## config.mk

```make
export PLATFORM = sky130hd
export DESIGN_NAME = modem_response_line_parser
export DESIGN_NICKNAME = d
export VERILOG_FILES = /design/src/hdl/mrlp_pkg.sv /design/src/hdl/mrlp_core.sv /design/src/hdl/modem_response_line_parser.sv
export SDC_FILE = /design/constraint.sdc
export NUM_CORES = 1
export LEC_CHECK = 0
export ABC_CLOCK_PERIOD_IN_PS = 7000
export BUFFER_PORTS_ARGS = -buffer_cell sky130_fd_sc_hd__buf_2
export CORE_ASPECT_RATIO = 0.7
export CORE_UTILIZATION = 50
export DETAILED_ROUTE_END_ITERATION = 8
export PLACE_DENSITY_LB_ADDON = 0.25
export SKIP_CTS_REPAIR_TIMING = 1
export SYNTH_ARGS = -nofsm -noshare
export SYNTH_HDL_FRONTEND = slang
export SYNTH_HIERARCHICAL = 1
export SYNTH_SLANG_ARGS = --single-unit
```

## constraint.sdc

```tcl
create_clock -name i_clk -period 7 [get_ports i_clk]
set_input_delay 1.4 -clock i_clk [delete_from_list [all_inputs] [get_ports i_clk]]
set_output_delay 1.4 -clock i_clk [all_outputs]
set_load 0.02 [all_outputs]
```

## src/hdl/mrlp_pkg.sv

```systemverilog
package mrlp_pkg;

    localparam int LINE_LIMIT   = 126;
    localparam int LENGTH_WIDTH = 24;
    localparam int CC_W         = $clog2(LINE_LIMIT + 1);
    localparam int ACC_W        = (LENGTH_WIDTH > 10) ? LENGTH_WIDTH : 10;
    localparam int EV_W         = 24;
    localparam int STATUS_W     = 10;

    localparam logic [ACC_W-1:0]        ACC_MAX    = '1;
    localparam logic [LENGTH_WIDTH-1:0] LENGTH_MAX = '1;
    localparam logic [STATUS_W-1:0]     STATUS_MAX = 10'd999;

    localparam logic [CC_W-1:0] STATUS_COL = CC_W'(9);
    localparam logic [CC_W-1:0] LENGTH_COL = CC_W'(16);

    localparam logic [7:0] CHAR_NUL   = 8'h00;
    localparam logic [7:0] CHAR_TAB   = 8'h09;
    localparam logic [7:0] CHAR_LF    = 8'h0A;
    localparam logic [7:0] CHAR_VT    = 8'h0B;
    localparam logic [7:0] CHAR_FF    = 8'h0C;
    localparam logic [7:0] CHAR_CR    = 8'h0D;
    localparam logic [7:0] CHAR_SPACE = 8'h20;
    localparam logic [7:0] CHAR_PLUS  = 8'h2B;
    localparam logic [7:0] CHAR_MINUS = 8'h2D;
    localparam logic [7:0] CHAR_ZERO  = 8'h30;
    localparam logic [7:0] CHAR_NINE  = 8'h39;

    // Keyword slots; the first four are exact-line responses.
    localparam int KW_COUNT   = 6;
    localparam int KW_OK      = 0;
    localparam int KW_ERROR   = 1;
    localparam int KW_NOCARR  = 2;
    localparam int KW_CONNECT = 3;
    localparam int KW_HTTP    = 4;
    localparam int KW_CLEN    = 5;
    localparam int KW_EXACT   = 4;

    localparam logic [3:0] KW_LEN [KW_COUNT] = '{4'd2, 4'd5, 4'd10, 4'd7, 4'd4, 4'd14};
    localparam logic [KW_COUNT-1:0] KW_PREFIX = 6'b110000;
    localparam logic [KW_COUNT-1:0] KW_NOCASE = 6'b100000;

    typedef enum logic [0:0] {
        OP_BYTE  = 1'b0,
        OP_CLEAR = 1'b1
    } t_opcode;

    typedef enum logic [2:0] {
        EV_OK           = 3'd0,
        EV_ERROR        = 3'd1,
        EV_NO_CARRIER   = 3'd2,
        EV_CONNECT      = 3'd3,
        EV_HTTP_STATUS  = 3'd4,
        EV_CONTENT_LEN  = 3'd5,
        EV_PAYLOAD_DONE = 3'd6,
        EV_UNRECOGNIZED = 3'd7
    } t_event_kind;

    typedef enum logic [1:0] {
        MODE_LINE    = 2'd0,
        MODE_SKIP    = 2'd1,
        MODE_PAYLOAD = 2'd2
    } t_mode;

    typedef enum logic [1:0] {
        PH_SPACE = 2'd0,
        PH_POS   = 2'd1,
        PH_NEG   = 2'd2,
        PH_DONE  = 2'd3
    } t_phase;

    typedef struct packed {
        t_opcode    opcode;
        logic [7:0] rx_byte;
    } t_in_item;

    typedef struct packed {
        t_event_kind         event_kind;
        logic [EV_W-1:0]     event_value;
        logic                ok_seen;
        logic                error_seen;
        logic                carrier_lost_seen;
        logic                connect_seen;
        logic [STATUS_W-1:0] status_code;
    } t_out_item;

    function automatic logic [7:0] to_lower(input logic [7:0] c);
        logic [7:0] r;
        r = c;
        if (c >= 8'h41 && c <= 8'h5A) begin
            r = c + 8'd32;
        end
        return r;
    endfunction

    // Keyword text is left-justified in 16 byte slots.
    function automatic logic [127:0] kw_text(input logic [2:0] k);
        logic [127:0] t;
        t = '0;
        case (k)
            3'(KW_OK):      t = {"OK", 112'b0};
            3'(KW_ERROR):   t = {"ERROR", 88'b0};
            3'(KW_NOCARR):  t = {"NO CARRIER", 48'b0};
            3'(KW_CONNECT): t = {"CONNECT", 72'b0};
            3'(KW_HTTP):    t = {"HTTP", 96'b0};
            3'(KW_CLEN):    t = {"Content-length", 16'b0};
            default:        t = '0;
        endcase
        return t;
    endfunction

    function automatic logic kw_char_match(input logic [2:0] k, input logic [3:0] pos,
                                           input logic [7:0] c, input logic nocase);
        logic [127:0] t;
        logic [3:0]   idx;
        logic [7:0]   ch;
        logic [7:0]   a;
        t   = kw_text(k);
        idx = 4'd15 - pos;
        ch  = t[{idx, 3'b000} +: 8];
        a   = c;
        if (nocase) begin
            ch = to_lower(ch);
            a  = to_lower(c);
        end
        return a == ch;
    endfunction

endpackage

```

## src/hdl/mrlp_core.sv

```systemverilog
module mrlp_core
    import mrlp_pkg::*;
(
    input  logic      i_clk,
    input  logic      i_rst_n,
    input  logic      i_advance,
    input  logic      i_suppress,
    input  t_in_item  i_item,
    output logic      o_res_valid,
    output t_out_item o_result
);

    logic [CC_W-1:0]         r_cc, n_cc;
    logic [KW_COUNT-1:0]     r_alive, n_alive;
    logic [ACC_W-1:0]        r_acc, n_acc;
    t_phase                  r_phase, n_phase;
    t_mode                   r_mode, n_mode;
    logic [LENGTH_WIDTH-1:0] r_remaining, n_remaining;
    logic [STATUS_W-1:0]     r_status, n_status;
    logic [LENGTH_WIDTH-1:0] r_length, n_length;
    logic [3:0]              r_flags, n_flags;

    // Per-character update of the line state.
    logic [KW_COUNT-1:0] fc_alive;
    t_phase              fc_phase;
    logic [ACC_W-1:0]    fc_acc;
    logic                col_on;
    logic                num_go;
    logic [7:0]          c;
    logic [ACC_W+3:0]    prod;

    assign c = i_item.rx_byte;

    always_comb begin
        fc_alive = r_alive;
        for (int k = 0; k < KW_COUNT; k++) begin
            if (r_cc < CC_W'(KW_LEN[k])) begin
                if (!kw_char_match(3'(k), r_cc[3:0], c, KW_NOCASE[k])) begin
                    fc_alive[k] = 1'b0;
                end
            end else if (!KW_PREFIX[k]) begin
                fc_alive[k] = 1'b0;
            end
        end

        col_on = 1'b0;
        if (fc_alive[KW_HTTP]) begin
            col_on = (r_cc >= STATUS_COL);
        end else if (fc_alive[KW_CLEN]) begin
            col_on = (r_cc >= LENGTH_COL);
        end

        fc_phase = r_phase;
        fc_acc   = r_acc;
        num_go   = col_on;
        prod     = ({4'b0, r_acc} << 3) + ({4'b0, r_acc} << 1) + (ACC_W + 4)'(c - CHAR_ZERO);
        if (col_on && r_phase == PH_SPACE) begin
            if (c == CHAR_SPACE || c == CHAR_TAB || c == CHAR_VT || c == CHAR_FF) begin
                num_go = 1'b0;
            end else if (c == CHAR_PLUS) begin
                fc_phase = PH_POS;
                num_go   = 1'b0;
            end else if (c == CHAR_MINUS) begin
                fc_phase = PH_NEG;
                num_go   = 1'b0;
            end else begin
                fc_phase = PH_POS;
            end
        end
        if (num_go && fc_phase != PH_DONE) begin
            if (c < CHAR_ZERO || c > CHAR_NINE) begin
                fc_phase = PH_DONE;
            end else if (fc_phase == PH_POS) begin
                // Saturating at the accumulator width gives the same clamped results
                // as a wider count would.
                fc_acc = (prod > (ACC_W + 4)'(ACC_MAX)) ? ACC_MAX : prod[ACC_W-1:0];
            end
        end
    end

    // Line end classification.
    logic [ACC_W-1:0]        v;
    logic [STATUS_W-1:0]     v_status;
    logic [LENGTH_WIDTH-1:0] v_length;
    logic                    exact_hit;
    logic [1:0]              exact_k;

    always_comb begin
        v        = (r_phase == PH_NEG) ? '0 : r_acc;
        v_status = (v > ACC_W'(STATUS_MAX)) ? STATUS_MAX : v[STATUS_W-1:0];
        v_length = (v > ACC_W'(LENGTH_MAX)) ? LENGTH_MAX : v[LENGTH_WIDTH-1:0];
        exact_hit = 1'b0;
        exact_k   = '0;
        for (int k = KW_EXACT - 1; k >= 0; k--) begin
            if (r_alive[k] && r_cc == CC_W'(KW_LEN[k])) begin
                exact_hit = 1'b1;
                exact_k   = 2'(k);
            end
        end
    end

    always_comb begin
        n_cc        = r_cc;
        n_alive     = r_alive;
        n_acc       = r_acc;
        n_phase     = r_phase;
        n_mode      = r_mode;
        n_remaining = r_remaining;
        n_status    = r_status;
        n_length    = r_length;
        n_flags     = r_flags;
        o_res_valid = 1'b0;
        o_result    = '0;
        o_result.event_kind = EV_UNRECOGNIZED;

        if (i_item.opcode == OP_CLEAR) begin
            n_flags  = '0;
            n_status = '0;
        end else begin
            unique case (r_mode)
                MODE_SKIP: begin
                    n_remaining = r_length;
                    n_mode      = (r_length != '0) ? MODE_PAYLOAD : MODE_LINE;
                end
                MODE_PAYLOAD: begin
                    if (r_remaining != '0) begin
                        n_remaining = r_remaining - 1'b1;
                    end
                    if (n_remaining == '0) begin
                        n_status            = '0;
                        n_mode              = MODE_LINE;
                        o_res_valid         = 1'b1;
                        o_result.event_kind = EV_PAYLOAD_DONE;
                    end
                end
                MODE_LINE: begin
                    if (c == CHAR_CR) begin
                        if (!i_suppress) begin
                            if (exact_hit) begin
                                n_flags[exact_k]    = 1'b1;
                                o_res_valid         = 1'b1;
                                o_result.event_kind = t_event_kind'({1'b0, exact_k});
                            end else if (r_alive[KW_HTTP]
                                         && r_cc >= CC_W'(KW_LEN[KW_HTTP])) begin
                                n_status             = v_status;
                                o_res_valid          = 1'b1;
                                o_result.event_kind  = EV_HTTP_STATUS;
                                o_result.event_value = EV_W'(v_status);
                            end else if (r_alive[KW_CLEN]
                                         && r_cc >= CC_W'(KW_LEN[KW_CLEN])) begin
                                if (r_status != '0) begin
                                    n_length = v_length;
                                end
                                o_res_valid          = 1'b1;
                                o_result.event_kind  = EV_CONTENT_LEN;
                                o_result.event_value = EV_W'(v_length);
                            end else if (r_cc == '0) begin
                                if (r_status != '0 && r_length != '0) begin
                                    n_mode = MODE_SKIP;
                                end
                            end else begin
                                o_res_valid         = 1'b1;
                                o_result.event_kind = EV_UNRECOGNIZED;
                            end
                        end
                        n_cc    = '0;
                        n_alive = '1;
                        n_acc   = '0;
                        n_phase = PH_SPACE;
                    end else if (c != CHAR_LF && c != CHAR_NUL
                                 && r_cc < CC_W'(LINE_LIMIT)) begin
                        n_alive = fc_alive;
                        n_phase = fc_phase;
                        n_acc   = fc_acc;
                        n_cc    = r_cc + 1'b1;
                    end
                end
                default: begin
                    n_mode = MODE_LINE;
                end
            endcase
        end

        o_result.ok_seen           = n_flags[KW_OK];
        o_result.error_seen        = n_flags[KW_ERROR];
        o_result.carrier_lost_seen = n_flags[KW_NOCARR];
        o_result.connect_seen      = n_flags[KW_CONNECT];
        o_result.status_code       = n_status;
    end

    always_ff @(posedge i_clk) begin
        if (!i_rst_n) begin
            r_cc        <= '0;
            r_alive     <= '1;
            r_acc       <= '0;
            r_phase     <= PH_SPACE;
            r_mode      <= MODE_LINE;
            r_remaining <= '0;
            r_status    <= '0;
            r_length    <= '0;
            r_flags     <= '0;
        end else if (i_advance) begin
            r_cc        <= n_cc;
            r_alive     <= n_alive;
            r_acc       <= n_acc;
            r_phase     <= n_phase;
            r_mode      <= n_mode;
            r_remaining <= n_remaining;
            r_status    <= n_status;
            r_length    <= n_length;
            r_flags     <= n_flags;
        end
    end

    a_payload_nonzero: assert property (@(posedge i_clk) disable iff (!i_rst_n)
        r_mode == MODE_PAYLOAD |-> r_remaining != '0)
        else $error("payload mode with no bytes remaining");

    a_status_range: assert property (@(posedge i_clk) disable iff (!i_rst_n)
        r_status <= STATUS_MAX)
        else $error("held status above 999");

    a_line_limit: assert property (@(posedge i_clk) disable iff (!i_rst_n)
        r_cc <= CC_W'(LINE_LIMIT))
        else $error("character count past line limit");

endmodule

```

## src/hdl/modem_response_line_parser.sv

```systemverilog
// Channel   Direction  Valid          Stall          Payload
// in        request    i_in_valid     o_in_stall     i_in_data  (t_in_item)
// out       result     o_out_valid    i_out_stall    o_out_data (t_out_item)
// cfg       write      i_cfg_we       -              i_cfg_data (suppress matching)
//
// A request is classified while it sits in the input register; a new request is accepted
// every cycle unless o_in_stall is high, and its result enters the output register as it retires.
// The result register lets the next request enter while a result waits to be taken.
// A request that produces a result holds in the input register while the output is stalled.
// Reset is synchronous and active low; it clears all parser state and the suppress bit.
module modem_response_line_parser
    import mrlp_pkg::*;
(
    input  logic      i_clk,
    input  logic      i_rst_n,
    input  logic      i_in_valid,
    output logic      o_in_stall,
    input  t_in_item  i_in_data,
    output logic      o_out_valid,
    input  logic      i_out_stall,
    output t_out_item o_out_data,
    input  logic      i_cfg_we,
    input  logic      i_cfg_data
);

    logic      r_in_valid;
    t_in_item  r_in_data;
    logic      r_out_valid;
    t_out_item r_out_data;
    logic      r_suppress;

    logic      advance;
    logic      res_valid;
    t_out_item result;

    mrlp_core u_core (
        .i_clk       (i_clk),
        .i_rst_n     (i_rst_n),
        .i_advance   (advance),
        .i_suppress  (r_suppress),
        .i_item      (r_in_data),
        .o_res_valid (res_valid),
        .o_result    (result)
    );

    // A request that makes no result can always retire.
    assign advance    = r_in_valid && (!res_valid || !r_out_valid || !i_out_stall);
    assign o_in_stall = r_in_valid && !advance;

    always_ff @(posedge i_clk) begin
        if (!i_rst_n) begin
            r_in_valid <= 1'b0;
        end else if (!o_in_stall) begin
            r_in_valid <= i_in_valid;
        end
    end

    always_ff @(posedge i_clk) begin
        if (!o_in_stall && i_in_valid) begin
            r_in_data <= i_in_data;
        end
    end

    always_ff @(posedge i_clk) begin
        if (!i_rst_n) begin
            r_out_valid <= 1'b0;
        end else if (advance && res_valid) begin
            r_out_valid <= 1'b1;
        end else if (!i_out_stall) begin
            r_out_valid <= 1'b0;
        end
    end

    always_ff @(posedge i_clk) begin
        if (advance && res_valid) begin
            r_out_data <= result;
        end
    end

    always_ff @(posedge i_clk) begin
        if (!i_rst_n) begin
            r_suppress <= 1'b0;
        end else if (i_cfg_we) begin
            r_suppress <= i_cfg_data;
        end
    end

    assign o_out_valid = r_out_valid;
    assign o_out_data  = r_out_data;

    a_done_clears_status: assert property (@(posedge i_clk) disable iff (!i_rst_n)
        o_out_valid && o_out_data.event_kind == EV_PAYLOAD_DONE
            |-> o_out_data.status_code == '0)
        else $error("payload done reported with a held status");

    a_ok_flag: assert property (@(posedge i_clk) disable iff (!i_rst_n)
        o_out_valid && o_out_data.event_kind == EV_OK |-> o_out_data.ok_seen)
        else $error("OK reported without its flag");

    a_value_zero: assert property (@(posedge i_clk) disable iff (!i_rst_n)
        o_out_valid && o_out_data.event_kind != EV_HTTP_STATUS
            && o_out_data.event_kind != EV_CONTENT_LEN |-> o_out_data.event_value == '0)
        else $error("nonzero value on an event that carries none");

endmodule

```

### After elaboration in Yosys (flattened, before gate mapping)

Index checks and enable logic that the tools add are counted.
Widths: inputs -> output; s select.

* muxes and demuxes: 105
* reductions and logical operators: 52
* shift operators: 6
* $add $sub $neg: 8
* eq/ne operators: 37
* magnitude comparators: 22
* bitwise logic cells: 8

Operators by type and width (count)
* $mux 128: 6
* $shiftx 128x8->8: 6
* $mux 24: 13
* $mux 27: 3
* $mux 10: 7
* $eq 8x8->1: 6
* $pmux 24 s2: 1
* $reduce_bool 24->1: 2
* $mux 2: 22
* $mux 1: 34
* $eq 8x4->1 const B: 4
* $mux 8: 4
* $add 27x25->28: 1
* $add 28x28->28: 1
* $gt 28x24->1 const B: 1
* $eq 8x6->1 const B: 3
* $gt 24x10->1 const B: 1
* $gt 24x24->1 const B: 1
* $logic_not 24->1: 1
* $sub 24x1->24 const B: 1
* $lt 7x3->1 const B: 3
* $mux 4: 5
* $pmux 10 s2: 1
* $reduce_and 5->1: 4
* 49 further kinds: 107

* logic and storage cells: 264
* bits in registers: 156
* input bits: 15

### Logic depth before layout (Yosys ltp)

* word-level depth: 20
* mapped depth: 21

### By module

The synthesis kept the hierarchy.

Modules (own cells, without submodules)
* mrlp_core: instances 1, cells an instance 1227, area each 8989.9 um2
* modem_response_line_parser: instances 1, cells an instance 64, area each 1632.8 um2

### Worst setup path before layout

No wires, ideal clock.

* path type: register to register
* start: reg r_in_data[6] in the netlist's numbering
* end: reg u_core.r_acc[17]
* path slack: 1.027 ns
* arrival time: 5.899 ns
* path buffers: 4
* stages on the path, launching flop included: 17
* setup time: 0.074 ns
* clock period less this slack: 5.973 ns
* path through: edfxtp_1 -> clkbuf_1 -> buf_1 -> nor3_1 -> fa_1 -> ha_1 -> clkbuf_1 -> a211oi_1 -> nor2_1 -> nor4_1 -> nor4_1 -> o311a_1 -> o2111a_1 -> o31ai_1 -> clkbuf_1 -> nor2_1 -> o21ai_0

* word-level cells in the longest chain between the ends: 16

RTL lines
* start, declared: line modem_response_line_parser.sv:27 `t_in_item r_in_data;`
* start signal, assigned: line modem_response_line_parser.sv:60 `r_in_data <= i_in_data;`
* parallel branches: the longest is 16 deep, another holds $add 28x28->28
* end signal, assigned: line mrlp_core.sv:205 `r_acc <= n_acc;`
* end, declared: line mrlp_core.sv:15 `logic [ACC_W-1:0] r_acc, n_acc;`

Several ways; the timed one is not identified. The select of a mux whose other input is x is not followed.
A chain may end at the register's enable or synchronous reset.

### Worst setup path after layout

* start: reg r_in_data[4] in the netlist's numbering
* end: out o_in_stall

* word-level cells in the longest chain between the ends: 10

RTL lines
* $eq 8x4->1: line mrlp_core.sv:137 `if (c == CHAR_CR) begin`
* $mux 1: line mrlp_core.sv:137
* $pmux 1 s2: line mrlp_core.sv:120 `unique case (r_mode)`
* $mux 1: line mrlp_core.sv:116 `if (i_item.opcode == OP_CLEAR) begin`
* named net res_valid: line modem_response_line_parser.sv:33 `logic res_valid;`
* $logic_not 1->1: line modem_response_line_parser.sv:47 `assign advance = r_in_valid && (!res_valid || !r_out_valid || !i_out_stall);`
* $logic_or 1x1->1 (2 in a row): line modem_response_line_parser.sv:47
* $logic_and 1x1->1: line modem_response_line_parser.sv:47
* $logic_not 1->1: line modem_response_line_parser.sv:48 `assign o_in_stall = r_in_valid && !advance;`
* $logic_and 1x1->1: line modem_response_line_parser.sv:48
* end, declared: line modem_response_line_parser.sv:17 `output logic o_in_stall,`

The timed path passes the listed nets, and every way through them passes these cells.

==> flow_metrics.env <==
export IMPL_drtPass1Iterations=6
export IMPL_max_stage_delay_ns=0.62
export IMPL_cap_violations=0
export IMPL_yosysWarnings=6
export IMPL_synth_edf_count=50
export IMPL_path_buf_inv=2
export IMPL_first_global_vias=8762
export IMPL_async_flop_share_pct=0
export IMPL_cts_buffer_depth=2
export IMPL_drtAntennaViolNets=0
export IMPL_worstPathCellList="inv_1 -> ha_1 -> nor3b_1 -> nand4_1 -> nor2_1 -> nand2_1 -> a31oi_1 -> a31oi_1 -> nor2_1 -> and4_4 -> buf_2"
export IMPL_final_util_pct=56.7
export IMPL_hpwl_um=21200
export IMPL_nNetsFinal=1395
export IMPL_die_h_um=124
export IMPL_ys_types=86
export IMPL_cp_data_required_time_ns=5.60
export IMPL_r2r_start="u_core/r_remaining[3]"
export IMPL_r2r_slack_ns=1.88
export IMPL_antenna_cells=0
export IMPL_crit_path_end_kind="primary output"
export IMPL_dr_total_vias=9878
export IMPL_tightest_slew_ns=1.22
export IMPL_syn_nets=1378
export IMPL_slew_headroom_pct=18.6
export IMPL_insertion_delay_ns=0.43
export IMPL_synth_seq_area_share_pct=34.1
export IMPL_cts_sinks=156
export IMPL_ys_flop_type="dfxtp_1"
export IMPL_outcome="complete, no violations"
export IMPL_rr_endpoint="u_core/r_acc[11]"
export IMPL_fp_dieW_um=176
export IMPL_hold_path_class="reg2reg"
export IMPL_path_depth=11
export IMPL_path_class="reg2out"
export IMPL_post_route_period_util_pct=75.8
export IMPL_grt_setup_unrepaired="false"
export IMPL_area_growth_pct=10.8
export IMPL_wl_per_cell_um=18.6
export IMPL_drtIter0Drc=1429
export IMPL_cts_tree="yes"
export IMPL_dieArea_um2=21800
export IMPL_placementRows=44
export IMPL_path_delay_family="simple AND/OR/NAND/NOR gates"
export IMPL_grtUsageTotal_pct=27.7
export IMPL_reg2reg_depth=16
export IMPL_slew_viol_final=0
export IMPL_port_buffers=57
export IMPL_start_util_pct=51.2
export IMPL_arrival_ns=3.90
export IMPL_drt_wl_total_um=29600
export IMPL_gp_congestion=0.917
export IMPL_synth_seq_cells=156
export IMPL_finalSetupViolations=0
export IMPL_crit_start="r_in_data[4]"
export IMPL_cts_clk_slew_worst_paths_ns=0.07
export IMPL_peakVddDrop_uv=198
export IMPL_synth_area_per_cell_um2=8.23
export IMPL_cp_max_fo=13
export IMPL_fmax_ghz=0.189
export IMPL_postSynthCellCount=1291
export IMPL_final_hold_violation_count=0
export IMPL_viasPerCell=6.19
export IMPL_critPathLaunchType="flip-flop"
export IMPL_cts_buffers=17
export IMPL_p_leak_nw=4.41
export IMPL_antenna_found_initial=0
export IMPL_drive_gt1_share_pct=10.4
export IMPL_crit_slowest_cell="edfxtp_1"
export IMPL_grt_max_degree=61
export IMPL_grt_overflow=0
export IMPL_syn_area_um2=10600
export IMPL_grt_pass1_wl_um=47200
export IMPL_htree_levels=4
export IMPL_pin_count=58
export IMPL_finClkSkew_ns=0.00979
export IMPL_post_route_cell_area_um2=11800
export IMPL_dpl_instance_area_um2=11100
export IMPL_crit_path_end="o_in_stall"
export IMPL_hold_depth=2
export IMPL_core_um2=20800
export IMPL_power_density_nw_per_um2=187
export IMPL_route_detailed_drc=0
export IMPL_finalSetupTns_ns=0
export IMPL_cts_root_buf="clkbuf_16"
export IMPL_final_min_clock_period_ns=5.30
==> worst reg2reg max path: cells and delay by family, from the launching register on <==
family / cells / cell delay [ns]
xor+xnor: 1 / 0.13
flops: 1 / 0.38
compound gates: 4 / 1.20
buf+inv: 2 / 0.45
simple gates: 9 / 2.85
==> cell usage in the layout (no fill, tap or decap), types with 15 or more instances in the layout <==
cell type  synthesis  layout
and2_1            19      19
nand3_1           49      49
nor3_1            32      31
nand2b_1          15      15
edfxtp_1          50      50
clkbuf_16          0      17
ha_1              49      48
nor2b_1           17      17
nand4_1           17      17
buf_2              1      57
a211oi_1          23      23
o21ai_0           96      96
nor4_1            27      27
nand2_1          131     131
dfxtp_1          106     106
xor2_1            18      18
fa_1              23      23
buf_4              0      15
inv_1             45      45
xnor2_1           27      27
a21oi_1          114     113
a31oi_1           24      23
nor2_1           122     122
==> cells by family after synthesis <==
logic type | count (synthesis) | share of synthesized area, %
XOR/XNOR | 45 | 3.71
AND/OR/NAND/NOR | 514 | 24.7
buffers and inverters | 120 | 4.38
multiplexers | 8 | 0.883
adder cells (fa/ha/maj) | 72 | 10.1
flip-flops | 156 | 34.1
AO/OA/AOI/OAI | 376 | 22.1
==> worst min-delay path by stage <==
stage | slack [ns] | end | startpoint
CTS | 0.47 | u_core/r_alive[2] | u_core/r_alive[2]
floorplan | 0.44 | u_core/r_flags[0] | u_core/r_flags[0]
global placement | 0.45 | u_core/r_alive[2] | u_core/r_alive[2]
global route | 0.50 | u_core/r_flags[0] | u_core/r_flags[0]
finish | 0.47 | u_core/r_alive[2] | u_core/r_alive[2]
detailed placement | 0.46 | u_core/r_alive[2] | u_core/r_alive[2]
==> registers in the layout, summed over array words and instances (netlist names) <==
| signal | cells |
|---|---|
| u_core/r_remaining | 24 |
| u_core/r_length | 24 |
| o_out_valid | 1 |
| r_in_valid | 1 |
| u_core/r_status | 10 |
| o_out_data | 41 |
| r_suppress | 1 |
| u_core/r_acc | 24 |
| u_core/r_alive | 6 |
| u_core/r_mode | 2 |
| u_core/r_flags | 4 |
| u_core/r_cc | 7 |
| u_core/r_phase | 2 |
| r_in_data | 9 |
==> metrics by stage <==
| stage | hold slack, ns | cells | setup slack, ns | total power, mW |
|---|---|---|---|---|
| global placement | 0.449 | 1565 | 2.09 | 1.17 |
| finish | 0.469 | 1597 | 1.70 | 2.21 |
| global route | 0.499 | 1597 | 1.32 | 2.28 |
| detailed placement | 0.461 | 1565 | 2.01 | 1.17 |
| CTS | 0.471 | 1597 | 1.75 | 2.21 |
| floorplan | 0.437 | 1291 | 1.03 | 1.12 |
==> power by group <==
part / internal [mW] / switching [mW] / total (mW)
clock: 0.640 / 0.406 / 1.05
sequential: 0.936 / 0.0271 / 0.964
combinational: 0.0762 / 0.120 / 0.196
==> routing by layer <==
metal | global-route usage [%] | part of all wire, % | vias to the layer above
met1 | 42.3 | 49 | 4640
met5 | 0 | 0 | -
met4 | 7.17 | 1.1 | 0
met2 | 39.0 | 41 | 443
met3 | 5.68 | 9.1 | 32
li1 | - | - | 4763
==> Yosys cell counts, types with 7 or more instances <==
master | n | area share [%]
a211oi_1 | 23 | 1.6
a21o_1 | 11 | 0.78
a21oi_1 | 114 | 5.4
a31oi_1 | 24 | 1.4
and2_1 | 19 | 1.1
and3_1 | 7 | 0.41
buf_1 | 10 | 0.35
clkbuf_1 | 61 | 2.2
dfxtp_1 | 106 | 20
edfxtp_1 | 50 | 14
fa_1 | 23 | 4.3
ha_1 | 49 | 5.8
inv_1 | 45 | 1.6
nand2_1 | 131 | 4.6
nand2b_1 | 15 | 0.88
nand3_1 | 49 | 2.3
nand3b_1 | 11 | 0.78
nand4_1 | 17 | 1.0
nor2_1 | 122 | 4.3
nor2b_1 | 17 | 1.0
nor3_1 | 32 | 1.5
nor3b_1 | 9 | 0.64
nor4_1 | 27 | 1.6
o211ai_1 | 8 | 0.57
o21a_1 | 14 | 0.99
o21ai_0 | 96 | 4.5
o22ai_1 | 12 | 0.71
o31ai_1 | 11 | 0.78
or3_1 | 12 | 0.71
xnor2_1 | 27 | 2.2
xor2_1 | 18 | 1.5
==> layout make-up <==
cell class | instances | area, um2
fill | 1858 | 8980
multi-input combinational | 1015 | 6570
sequential | 156 | 3620
clock buffer | 17 | 425
timing repair buffer | 72 | 398
tap | 276 | 345
clock inverter | 15 | 236
inverter | 46 | 173
Power figures use the tool's default switching activity.
